File: config.mk
export PLATFORM = sky130hd
export DESIGN_NAME = pipeline_data_hazard_detect
export DESIGN_NICKNAME = d
export VERILOG_FILES = /design/src/rtl/phd_pkg.sv /design/src/rtl/phd_decide.sv /design/src/rtl/pipeline_data_hazard_detect.sv
export SDC_FILE = /design/constraint.sdc
export NUM_CORES = 1
export LEC_CHECK = 0
export ABC_AREA = 1
export BUFFER_PORTS_ARGS = -buffer_cell sky130_fd_sc_hd__buf_2
export CAP_MARGIN = 20
export CORE_UTILIZATION = 40
export CTS_BUF_LIST = sky130_fd_sc_hd__clkbuf_16
export DETAILED_ROUTE_END_ITERATION = 16
export GPL_TIMING_DRIVEN = 0
export PLACE_DENSITY = 0.66
export SLEW_MARGIN = 20
export SYNTH_ARGS = -nofsm -noshare
export SYNTH_HDL_FRONTEND = slang
export SYNTH_SLANG_ARGS = --single-unit
File: constraint.sdc
create_clock -name clock -period 6 [get_ports clock]
set_input_delay 1.2 -clock clock [delete_from_list [all_inputs] [get_ports clock]]
set_output_delay 1.2 -clock clock [all_outputs]
set_load 0.02 [all_outputs]
File: src/rtl/phd_pkg.sv
`default_nettype none
package phd_pkg;

   localparam int unsigned RegWidth   = 5;
   localparam int unsigned OpWidth    = 7;
   localparam int unsigned WordWidth  = 32;
   localparam int unsigned CauseWidth = 3;

   localparam int unsigned ReqDataWidth = 128;
   localparam int unsigned RspDataWidth = 8;

   localparam logic [OpWidth-1:0] OP_FP_R     = 7'h53;
   localparam logic [OpWidth-1:0] OP_FMADD    = 7'h43;
   localparam logic [OpWidth-1:0] OP_FMSUB    = 7'h47;
   localparam logic [OpWidth-1:0] OP_FNMSUB   = 7'h4B;
   localparam logic [OpWidth-1:0] OP_FNMADD   = 7'h4F;
   localparam logic [OpWidth-1:0] OP_FP_LOAD  = 7'h07;
   localparam logic [OpWidth-1:0] OP_GPR_LOAD = 7'h03;
   localparam logic [OpWidth-1:0] OP_FP_STORE = 7'h27;
   localparam logic [OpWidth-1:0] OP_STORE    = 7'h23;
   localparam logic [OpWidth-1:0] OP_REG      = 7'h33;
   localparam logic [OpWidth-1:0] OP_REG32    = 7'h3B;
   localparam logic [OpWidth-1:0] OP_IMM      = 7'h13;
   localparam logic [OpWidth-1:0] OP_IMM32    = 7'h1B;
   localparam logic [OpWidth-1:0] OP_BRANCH   = 7'h63;
   localparam logic [OpWidth-1:0] OP_JALR     = 7'h67;

   localparam logic [6:0] F7_FCMP_S    = 7'h50;
   localparam logic [6:0] F7_FCMP_D    = 7'h51;
   localparam logic [6:0] F7_FCVT_W_S  = 7'h60;
   localparam logic [6:0] F7_FCVT_W_D  = 7'h61;
   localparam logic [6:0] F7_FMV_X_W   = 7'h70;
   localparam logic [6:0] F7_FMV_X_D   = 7'h71;
   localparam logic [6:0] F7_FCVT_S_W  = 7'h68;
   localparam logic [6:0] F7_FCVT_D_W  = 7'h69;
   localparam logic [6:0] F7_FMV_W_X   = 7'h78;
   localparam logic [6:0] F7_FMV_D_X   = 7'h79;

   localparam logic [CauseWidth-1:0] CAUSE_NONE     = 3'd0;
   localparam logic [CauseWidth-1:0] CAUSE_EXE_LOAD = 3'd1;
   localparam logic [CauseWidth-1:0] CAUSE_MEM_LOAD = 3'd2;
   localparam logic [CauseWidth-1:0] CAUSE_WB_LOAD  = 3'd3;
   localparam logic [CauseWidth-1:0] CAUSE_MEM_RAW  = 3'd4;
   localparam logic [CauseWidth-1:0] CAUSE_WB_RAW   = 3'd5;

   // highest field first, so fetch_valid lands in bit 0
   typedef struct packed {
      logic [WordWidth-1:0]   wb_word;
      logic [RegWidth-1:0]    wb_dest;
      logic [2:0]             wb_flags;
      logic [WordWidth-1:0]   mem_word;
      logic [RegWidth-1:0]    mem_dest;
      logic [2:0]             mem_flags;
      logic [OpWidth-1:0]     exe_opcode;
      logic [RegWidth-1:0]    exe_dest;
      logic [1:0]             exe_flags;
      logic [WordWidth-1:0]   fetch_word;
      logic                   fetch_valid;
   } snapshot_type;

   typedef struct packed {
      logic                  stall_res;
      logic [CauseWidth-1:0] cause;
   } verdict_type;

endpackage
`default_nettype wire

File: src/rtl/phd_decide.sv
`default_nettype none
module phd_decide
   import phd_pkg::*;
(
   input  wire snapshot_type snap,
   input  wire logic         forwarding_on,
   output verdict_type       verdict
);

   logic                g1, g2, f1, f2, f3;
   logic [RegWidth-1:0] r1, r2, r3;
   logic [OpWidth-1:0]  fop, mop, wop;
   logic [6:0]          ff7;
   logic                fetch_gpr_in;
   logic                exe_load_hit, mem_load_hit, wb_load_hit;
   logic                mem_raw_hit, wb_raw_hit;

   function automatic logic is_fmadd(input logic [OpWidth-1:0] op);
      return op == OP_FMADD || op == OP_FMSUB || op == OP_FNMSUB || op == OP_FNMADD;
   endfunction

   function automatic logic writes_gpr_from_fp(input logic [6:0] f);
      return f == F7_FCMP_S || f == F7_FCMP_D || f == F7_FCVT_W_S || f == F7_FCVT_W_D ||
             f == F7_FMV_X_W || f == F7_FMV_X_D;
   endfunction

   function automatic logic needs_fp(input logic a1, input logic a2, input logic a3,
                                     input logic [RegWidth-1:0] s1,
                                     input logic [RegWidth-1:0] s2,
                                     input logic [RegWidth-1:0] s3,
                                     input logic [RegWidth-1:0] rd);
      return (a1 && rd == s1) || (a2 && rd == s2) || (a3 && rd == s3);
   endfunction

   function automatic logic needs_gpr(input logic a1, input logic a2,
                                      input logic [RegWidth-1:0] s1,
                                      input logic [RegWidth-1:0] s2,
                                      input logic [RegWidth-1:0] rd);
      return (a1 && rd == s1) || (a2 && rd == s2);
   endfunction

   function automatic logic load_hits(input logic a_g1, input logic a_g2,
                                      input logic a_f1, input logic a_f2,
                                      input logic a_f3,
                                      input logic [RegWidth-1:0] s1,
                                      input logic [RegWidth-1:0] s2,
                                      input logic [RegWidth-1:0] s3,
                                      input logic [OpWidth-1:0] op,
                                      input logic [RegWidth-1:0] rd);
      logic hit;
      hit = 1'b0;
      if (op == OP_FP_LOAD) begin
         hit = needs_fp(a_f1, a_f2, a_f3, s1, s2, s3, rd);
      end else if (op == OP_GPR_LOAD) begin
         hit = (rd != '0) && needs_gpr(a_g1, a_g2, s1, s2, rd);
      end
      return hit;
   endfunction

   function automatic logic writer_hits(input logic a_g1, input logic a_g2,
                                        input logic a_f1, input logic a_f2,
                                        input logic a_f3,
                                        input logic [RegWidth-1:0] s1,
                                        input logic [RegWidth-1:0] s2,
                                        input logic [RegWidth-1:0] s3,
                                        input logic [WordWidth-1:0] w,
                                        input logic [RegWidth-1:0] rd);
      logic fp;
      if (w[6:0] == OP_FP_R) begin
         fp = !writes_gpr_from_fp(w[31:25]);
      end else begin
         fp = is_fmadd(w[6:0]) || w[6:0] == OP_FP_LOAD;
      end
      return fp ? needs_fp(a_f1, a_f2, a_f3, s1, s2, s3, rd)
                : needs_gpr(a_g1, a_g2, s1, s2, rd);
   endfunction

   assign fop = snap.fetch_word[6:0];
   assign ff7 = snap.fetch_word[31:25];
   assign mop = snap.mem_word[6:0];
   assign wop = snap.wb_word[6:0];
   assign r1  = snap.fetch_word[19:15];
   assign r2  = snap.fetch_word[24:20];
   assign r3  = snap.fetch_word[31:27];

   assign fetch_gpr_in = ff7 == F7_FCVT_S_W || ff7 == F7_FCVT_D_W ||
                         ff7 == F7_FMV_W_X || ff7 == F7_FMV_D_X;

   // source usage of the consumer
   always_comb begin
      g1 = 1'b0;
      g2 = 1'b0;
      f1 = 1'b0;
      f2 = 1'b0;
      f3 = 1'b0;
      case (fop)
         OP_REG, OP_REG32, OP_STORE, OP_BRANCH: begin
            g1 = 1'b1;
            g2 = 1'b1;
         end
         OP_IMM, OP_IMM32, OP_GPR_LOAD, OP_JALR, OP_FP_LOAD: begin
            g1 = 1'b1;
         end
         OP_FP_R: begin
            g1 = fetch_gpr_in;
            f1 = !fetch_gpr_in;
            f2 = !fetch_gpr_in;
         end
         OP_FMADD, OP_FMSUB, OP_FNMSUB, OP_FNMADD: begin
            f1 = 1'b1;
            f2 = 1'b1;
            f3 = 1'b1;
         end
         OP_FP_STORE: begin
            g1 = 1'b1;
            f2 = 1'b1;
         end
         default: begin
            g1 = 1'b0;
         end
      endcase
   end

   assign exe_load_hit = snap.exe_flags == 2'b11 &&
      load_hits(g1, g2, f1, f2, f3, r1, r2, r3, snap.exe_opcode, snap.exe_dest);
   assign mem_load_hit = snap.mem_flags[0] && snap.mem_flags[1] &&
      load_hits(g1, g2, f1, f2, f3, r1, r2, r3, mop, snap.mem_dest);
   assign wb_load_hit = !forwarding_on && snap.wb_flags[0] && snap.wb_flags[1] &&
      load_hits(g1, g2, f1, f2, f3, r1, r2, r3, wop, snap.wb_dest);
   assign mem_raw_hit = !forwarding_on && snap.mem_flags[0] && snap.mem_flags[2] &&
      !snap.mem_flags[1] && snap.mem_dest != '0 &&
      writer_hits(g1, g2, f1, f2, f3, r1, r2, r3, snap.mem_word, snap.mem_dest);
   assign wb_raw_hit = !forwarding_on && snap.wb_flags[0] && snap.wb_flags[2] &&
      snap.wb_dest != '0 &&
      writer_hits(g1, g2, f1, f2, f3, r1, r2, r3, snap.wb_word, snap.wb_dest);

   always_comb begin
      verdict.cause = CAUSE_NONE;
      if (snap.fetch_valid) begin
         if (exe_load_hit) begin
            verdict.cause = CAUSE_EXE_LOAD;
         end else if (mem_load_hit) begin
            verdict.cause = CAUSE_MEM_LOAD;
         end else if (wb_load_hit) begin
            verdict.cause = CAUSE_WB_LOAD;
         end else if (mem_raw_hit) begin
            verdict.cause = CAUSE_MEM_RAW;
         end else if (wb_raw_hit) begin
            verdict.cause = CAUSE_WB_RAW;
         end
      end
      verdict.stall_res = verdict.cause != CAUSE_NONE;
   end

endmodule
`default_nettype wire

File: src/rtl/pipeline_data_hazard_detect.sv
// Load-use and RAW hazard check for a five-stage RV64 F/D pipeline. Each transaction on the
// req_ channel is one snapshot of the IF/ID, ID/EX, EX/MEM and MEM/WB stage fields; the rsp_
// channel returns one stall decision with its cause code per snapshot, in order. A snapshot
// is registered, decided by one level of compare logic and registered again, and one
// transaction is taken every cycle while the result side keeps up. csr_wr_en loads
// forwarding_on (reset 1) from csr_wr_data; with it cleared, MEM/WB loads and non-load
// writers in EX/MEM and MEM/WB also stall. Write it only while no transaction is in flight.
`default_nettype none
module pipeline_data_hazard_detect
   import phd_pkg::*;
(
   input  wire logic                    clock,
   input  wire logic                    reset,
   input  wire logic                    csr_wr_en,
   input  wire logic                    csr_wr_data,
   input  wire logic                    req_tvalid,
   output logic                         req_tready,
   // fetch_valid, fetch_word, exe_flags, exe_dest, exe_opcode, mem_flags, mem_dest,
   // mem_word, wb_flags, wb_dest, wb_word, zero pad
   input  wire logic [ReqDataWidth-1:0] req_tdata,
   output logic                         rsp_tvalid,
   input  wire logic                    rsp_tready,
   // stall_res, cause, zero pad
   output logic [RspDataWidth-1:0]      rsp_tdata
);

   logic         fwd_ff;
   logic         in_valid_ff;
   snapshot_type in_snap_ff;
   logic         out_valid_ff;
   verdict_type  out_verdict_ff;
   verdict_type  verdict_in;
   logic         out_ready;
   logic         in_ready;

   assign out_ready  = !out_valid_ff || rsp_tready;
   assign in_ready   = !in_valid_ff || out_ready;
   assign req_tready = in_ready;

   always_ff @(posedge clock) begin
      if (reset) begin
         fwd_ff <= 1'b1;
      end else if (csr_wr_en) begin
         fwd_ff <= csr_wr_data;
      end
   end

   always_ff @(posedge clock) begin
      if (reset) begin
         in_valid_ff <= 1'b0;
      end else if (in_ready) begin
         in_valid_ff <= req_tvalid;
      end
   end

   always_ff @(posedge clock) begin
      if (in_ready && req_tvalid) begin
         in_snap_ff <= snapshot_type'(req_tdata[$bits(snapshot_type)-1:0]);
      end
   end

   phd_decide u_decide (
      .snap          (in_snap_ff),
      .forwarding_on (fwd_ff),
      .verdict       (verdict_in)
   );

   always_ff @(posedge clock) begin
      if (reset) begin
         out_valid_ff <= 1'b0;
      end else if (out_ready) begin
         out_valid_ff <= in_valid_ff;
      end
   end

   always_ff @(posedge clock) begin
      if (out_ready && in_valid_ff) begin
         out_verdict_ff <= verdict_in;
      end
   end

   assign rsp_tvalid = out_valid_ff;
   assign rsp_tdata  = {{(RspDataWidth-CauseWidth-1){1'b0}},
                        out_verdict_ff.cause, out_verdict_ff.stall_res};

endmodule
`default_nettype wire

Word level (Yosys, flattened, before mapping). Cells that the tools add are included.

Equal/unequal tests: 57. Multiplexer cells: 21. Reduce and logical (&&, ||, !) cells: 81.

Operator list (count): 7-bit equality test (second input constant) (33); 5-bit equality test (9); 1-bit logical AND (34); 1-bit logical OR (32); 7-bit by 2-bit equality test with 1-bit output (second input constant) (4); 7-bit by 3-bit equality test with 1-bit output (second input constant) (4); 7-bit by 6-bit equality test with 1-bit output (second input constant) (4); 3-bit two-way mux (6); 5-bit nonzero test (3); 7-bit by 5-bit equality test with 1-bit output (second input constant) (2); 1-bit two-way mux (12); 10-bit OR reduction (1); 4-bit OR reduction (2); 1-bit zero test (7); 1-bit one-hot mux with 2 select lines (3); 5-bit OR reduction (1); 3-bit nonzero test (1); 2-bit equality test (second input constant) (1).

Output and inout bits: 10. Word-level logic and storage cells: 175. Input bits: 134. Bits in registers: 134.

Depth between registers and ports, before layout.
Word-level depth: 18. Depth in mapped cells: 17. Depth with buffers taken out: 17.

By module. A second synthesis with hierarchy kept.

Cell total of the unflattened synthesis: 434. Area total of the unflattened synthesis: 5400.2 um2.

By module, submodules not included: pipeline_data_hazard_detect (sequential area each 3993.8 um2, times used 1, area an instance 4092.7 um2, cells each 152); phd_decide (sequential area each 0.0 um2, times used 1, area an instance 1307.5 um2, cells each 282).

Worst setup path before layout. OpenSTA, ideal clock, no wires.

Kind: input to register. From: input port rsp_tready. To: register in_snap_ff[0] in the netlist's numbering (enable). Arrival: 3.128 ns. Library setup time: 0.434 ns. Required time: 5.566 ns. Setup slack: 2.438 ns. Path buffers: 0. Stages on the path: 4. Cells stage by stage: inv_1 -> nand3_1 -> nand2_1 -> inv_1.

Word-level cells in the longest chain between the ends: 3.

RTL lines: from (decl) (line pipeline_data_hazard_detect.sv:22) `input wire logic rsp_tready,`; 1-bit logical OR (line pipeline_data_hazard_detect.sv:36) `assign out_ready = !out_valid_ff || rsp_tready;`; 1-bit logical OR (line pipeline_data_hazard_detect.sv:37) `assign in_ready = !in_valid_ff || out_ready;`; via req_tready (line pipeline_data_hazard_detect.sv:17) `output logic req_tready,`; 1-bit logical AND (line pipeline_data_hazard_detect.sv:57) `if (in_ready && req_tvalid) begin`; to (signal assigned) (line pipeline_data_hazard_detect.sv:58) `in_snap_ff <= snapshot_type'(req_tdata[$bits(snapshot_type)-1:0]);`; to (decl) (line pipeline_data_hazard_detect.sv:29) `snapshot_type in_snap_ff;`.

The timed path passes the listed nets, and every way through them passes these cells. A chain may end at the register's enable or synchronous reset.

Worst setup path in the final report.
From: input port rsp_tready. To: output port req_tready.

Word-level cells in the longest chain between the ends: 2.

RTL lines (line): 1-bit logical OR (pipeline_data_hazard_detect.sv:36); 1-bit logical OR (pipeline_data_hazard_detect.sv:37); to (decl) (pipeline_data_hazard_detect.sv:17).

Every way passes these cells.

==> results <==
- The worst setup path is launched from an input port.
- The data required time of the critical path is 4800 ps.
- Synthesis inferred 87 register bits.
- The final design area excluding fillers is 0.00501 sq mm.
- The wire-length estimate of the detail-placed layout is 6390 microns.
- The clock network burns 39.4% of the power.
- The fraction of final layout cells sized beyond drive strength 1 is 28.3%.
- The pin count of the biggest net entering global routing is 58.
- The global-route wire length before repair is 13,100 microns.
- For this run, the slowest stage of the critical path takes 190 ps.
- In this run, the number of DRC markers left after iteration 0 of detailed routing was 142.
- For the final routed database, the setup TNS stands at 0 ps.
- No sink is reached through more buffers than the 2 on the longest clock path.
- The worst hold path belongs to the class reg -> reg.
- The number of antenna violations at the first check in global routing is 0.
- 0 antenna diodes ended up in the layout.
- The sequential cells in the finished layout cover a total of 0.00258 sq mm.
- The count of endpoints failing setup in the final report is 0.
- The sequential share of power is 52.4%.
- The number of unique standard cell types used by synthesis is 30.
- The final-report hold violation count came to 0.
- Leaving out fill and tap cells, the most frequent cells in the layout are nand2_1, buf_2, edfxtp_1.
- The area of the die is 0.0105 sq mm.
- The area of combinational cells with multiple inputs is 0.00122 sq mm.
- In the routed design, unresolved DRC markers number 0.
- For this design the ratio of total power to cell area is 279 mW/mm^2.
- The die is 103 microns tall.
- Walking the worst path, the cells encountered are buf_2, inv_1, nand3_1, buf_2.
- The average detailed-routed wire length per instance is 13.1 microns.
- The core region is 0.00977 sq mm.
- The first-pass detailed-route iteration total is 4.
- In this run the cell area measured after placement is 0.00471 sq mm.
- The filler cells instantiated in the layout total 917.
- The hold slack is 479 ps.
- Of all flip-flops after synthesis, the portion carrying an async set or reset was 0%.
- The floorplan has 36 rows.
- The count of hold-fix buffers inserted at cts is 0.
- The final setup slack of the worst path is 3130 ps.
- The number of CTS-inserted buffers is 9.
- The average cell area after synthesis is 10.4 sq um.
- The achievable frequency is 0.348 GHz.
- In the synthesized netlist the dominant register cell turns out to be edfxtp_1.
- The sum of buffers and inverters on the critical path is 3.
- The kind of cell adding the most delay to the critical path is buffers and inverters.
- The share of power burned in combinational logic is 8.2%.
- The worst slack at placement is 3120 ps.
- The sequential cell area fraction in the yosys report is 63.9%.
- The clock-pin slew on the worst setup and hold paths is 60 ps.
- The number of synthesized flops with an enable pin is 84.
- The sum of routed wire length over all layers is 8320 microns.
- The arrival time of the worst setup path is 1670 ps.
- The worst clock skew is 8.85 ps.
- The static leakage is 0.00224 uW.
- The later pin in the worst-skew pair is clocked with a latency of 350 ps.
- Setup repair after global routing left no endpoint under its margin.
- By startpoint and endpoint, the worst setup path is classified as in -> out.
- The clock sink total is 87.
- During synthesis, Yosys emitted a total of 0 warnings.
- The leftover overflow at the end of global routing is 0.
- The synthesized netlist occupies a cell area of 0.00404 sq mm.
- In this run, post-CTS repair resized a total of 0 instances.
- The post-CTS setup repair buffer count is 0.
- During placement, the flow inserted port buffers numbering 91.
- Once layout is complete, the utilization of the core stands at 51.2%.
- The largest individual stage delay along the critical path comes from the cell buf_2.
- The synthesis-to-layout area growth is 23.8%.
- Across all layers, the routed design uses 2,894 vias.
- The via density per instance is 4.56.
- The starting density of the core is 41.4%.
- The weighted congestion reported at the end of routability-driven placement is 0.815.
- CTS placed an instance of clkbuf_16 at the clock tree root.
- Synthesis produced a netlist whose cell count is 390.
- The CTS tree is built.
- By instance count, the cell type seen most on the critical path is buf_2.
- Of all nets on the critical path, the largest fanout is 3.
- The number of H-tree levels is 3.
- The overall track demand over capacity in global routing is 17.1%.
- The most common cell after layout, fill and taps aside is nand2_1.
- The run finished with clean final reports.
- The via count of the first global-routing pass was 2,790.
- Once detail routing completed, the nets flagged for antenna violations numbered 0.
- IR analysis of the VDD net gives a maximum drop of 0.000173 V.
- The analysis attributes to net switching a power of 346 uW.
- After the last flow step, the layout net total stands at 630.
- Of the available clock period, the critical path in the final layout requires 47.9%.
- The worst setup path is captured at an output port.
- The chip width is 103 microns.
- In this run switching power makes up 24.8% of total power.
- The max-capacitance violation count is 0.
- The internal power of the cells totals 1050 uW.
- The max-slew violation total from the final report is 0.
- In this run the count of I/O pins placed on the die edge is 144.
- The smallest clock period supported by the final layout is computed as 2870 ps.
[area by class of cell]
cell class	instances	area share [%]
Multi-Input combinational cell	245	24.5
Clock inverter	7	1.47
Sequential cell	87	51.6
Tap cell	133	3.32
Clock buffer	9	4.50
Timing Repair Buffer	92	9.65
Inverter	54	4.10
Buffer	7	0.900
[Yosys cell counts (2+ instances only)]
cell type / number / area, sq um
nor3_1: 5 / 25.0
clkbuf_2: 3 / 15.0
inv_2: 7 / 26.3
xor2_1: 8 / 70.1
nor4_1: 2 / 12.5
nand3_2: 4 / 40.0
a21oi_1: 7 / 35.0
nand4_1: 10 / 62.6
xnor2_1: 18 / 158
edfxtp_1: 84 / 2520
o21ai_0: 4 / 20.0
buf_4: 4 / 30.0
inv_1: 45 / 169
nand3b_1: 2 / 15.0
nand2_1: 107 / 402
clkinv_1: 2 / 7.51
dfxtp_1: 3 / 60.1
nand2_2: 4 / 25.0
nand3_1: 26 / 130
nor2_2: 7 / 43.8
nor2_1: 29 / 109
[flip-flops by register name, summed over array words and instances (netlist names)]
name,cells
fwd_ff,1
in_snap_ff,80
in_valid_ff,1
rsp_tdata,4
rsp_tvalid,1
[worst min-delay path, cell delays in order, from the launching register on]
cell and delay [ps]:
dfxtp_1 310, inv_1 70, a21oi_1 60
[final timing paths]
path	startpoint	endpoint	slack, ps	depth (start not counted)
setup / recovery	rsp_tready	req_tready	3130	4
hold / removal	in_valid_ff$_SDFFE_PP0N_	rsp_tvalid$_SDFFE_PP0P_	480	2
setup reg to reg	in_snap_ff[6]$_DFFE_PP_	rsp_tdata[0]$_DFFE_PP_	4010	12
hold reg to reg	in_valid_ff$_SDFFE_PP0N_	rsp_tvalid$_SDFFE_PP0P_	480	2
[layer usage]
metal,wire (microns),vias up,part of all wire [%],GRT usage (%)
met5,0,-,0,0
met4,154,0,1.9,6.48
met3,560,17,6.7,5.36
met2,3950,89,48,27.5
met1,3650,1295,44,21.5
li1,-,1493,-,-
[stage by stage]
step / cells / total power, uW
after detailed placement: 618 / 861
after global placement: 617 / 856
after floorplan: 393 / 808
final: 634 / 1400
after global routing: 634 / 1460
after CTS: 634 / 1410
[power by group through the flow]
stage	sequential (uW)	combinational, uW	clock [uW]
3_3_place_gp	747	109	0
4_1_cts	732	117	566
5_1_grt	736	131	589
2_1_floorplan	740	68.5	0
6_report	732	115	551
3_5_place_dp	745	116	0
[cells by family (layout without fill, tap and decap cells)]
family,after synthesis,after routing,synth area share [%]
AO/OA/AOI/OAI,17,17,2.44
XOR/XNOR,26,26,5.63
buffers and inverters,61,169,6.13
flip-flops,87,87,63.9
other,1,4,0.0927
AND/OR/NAND/NOR,198,198,21.8
Power figures use the tool's default switching activity.
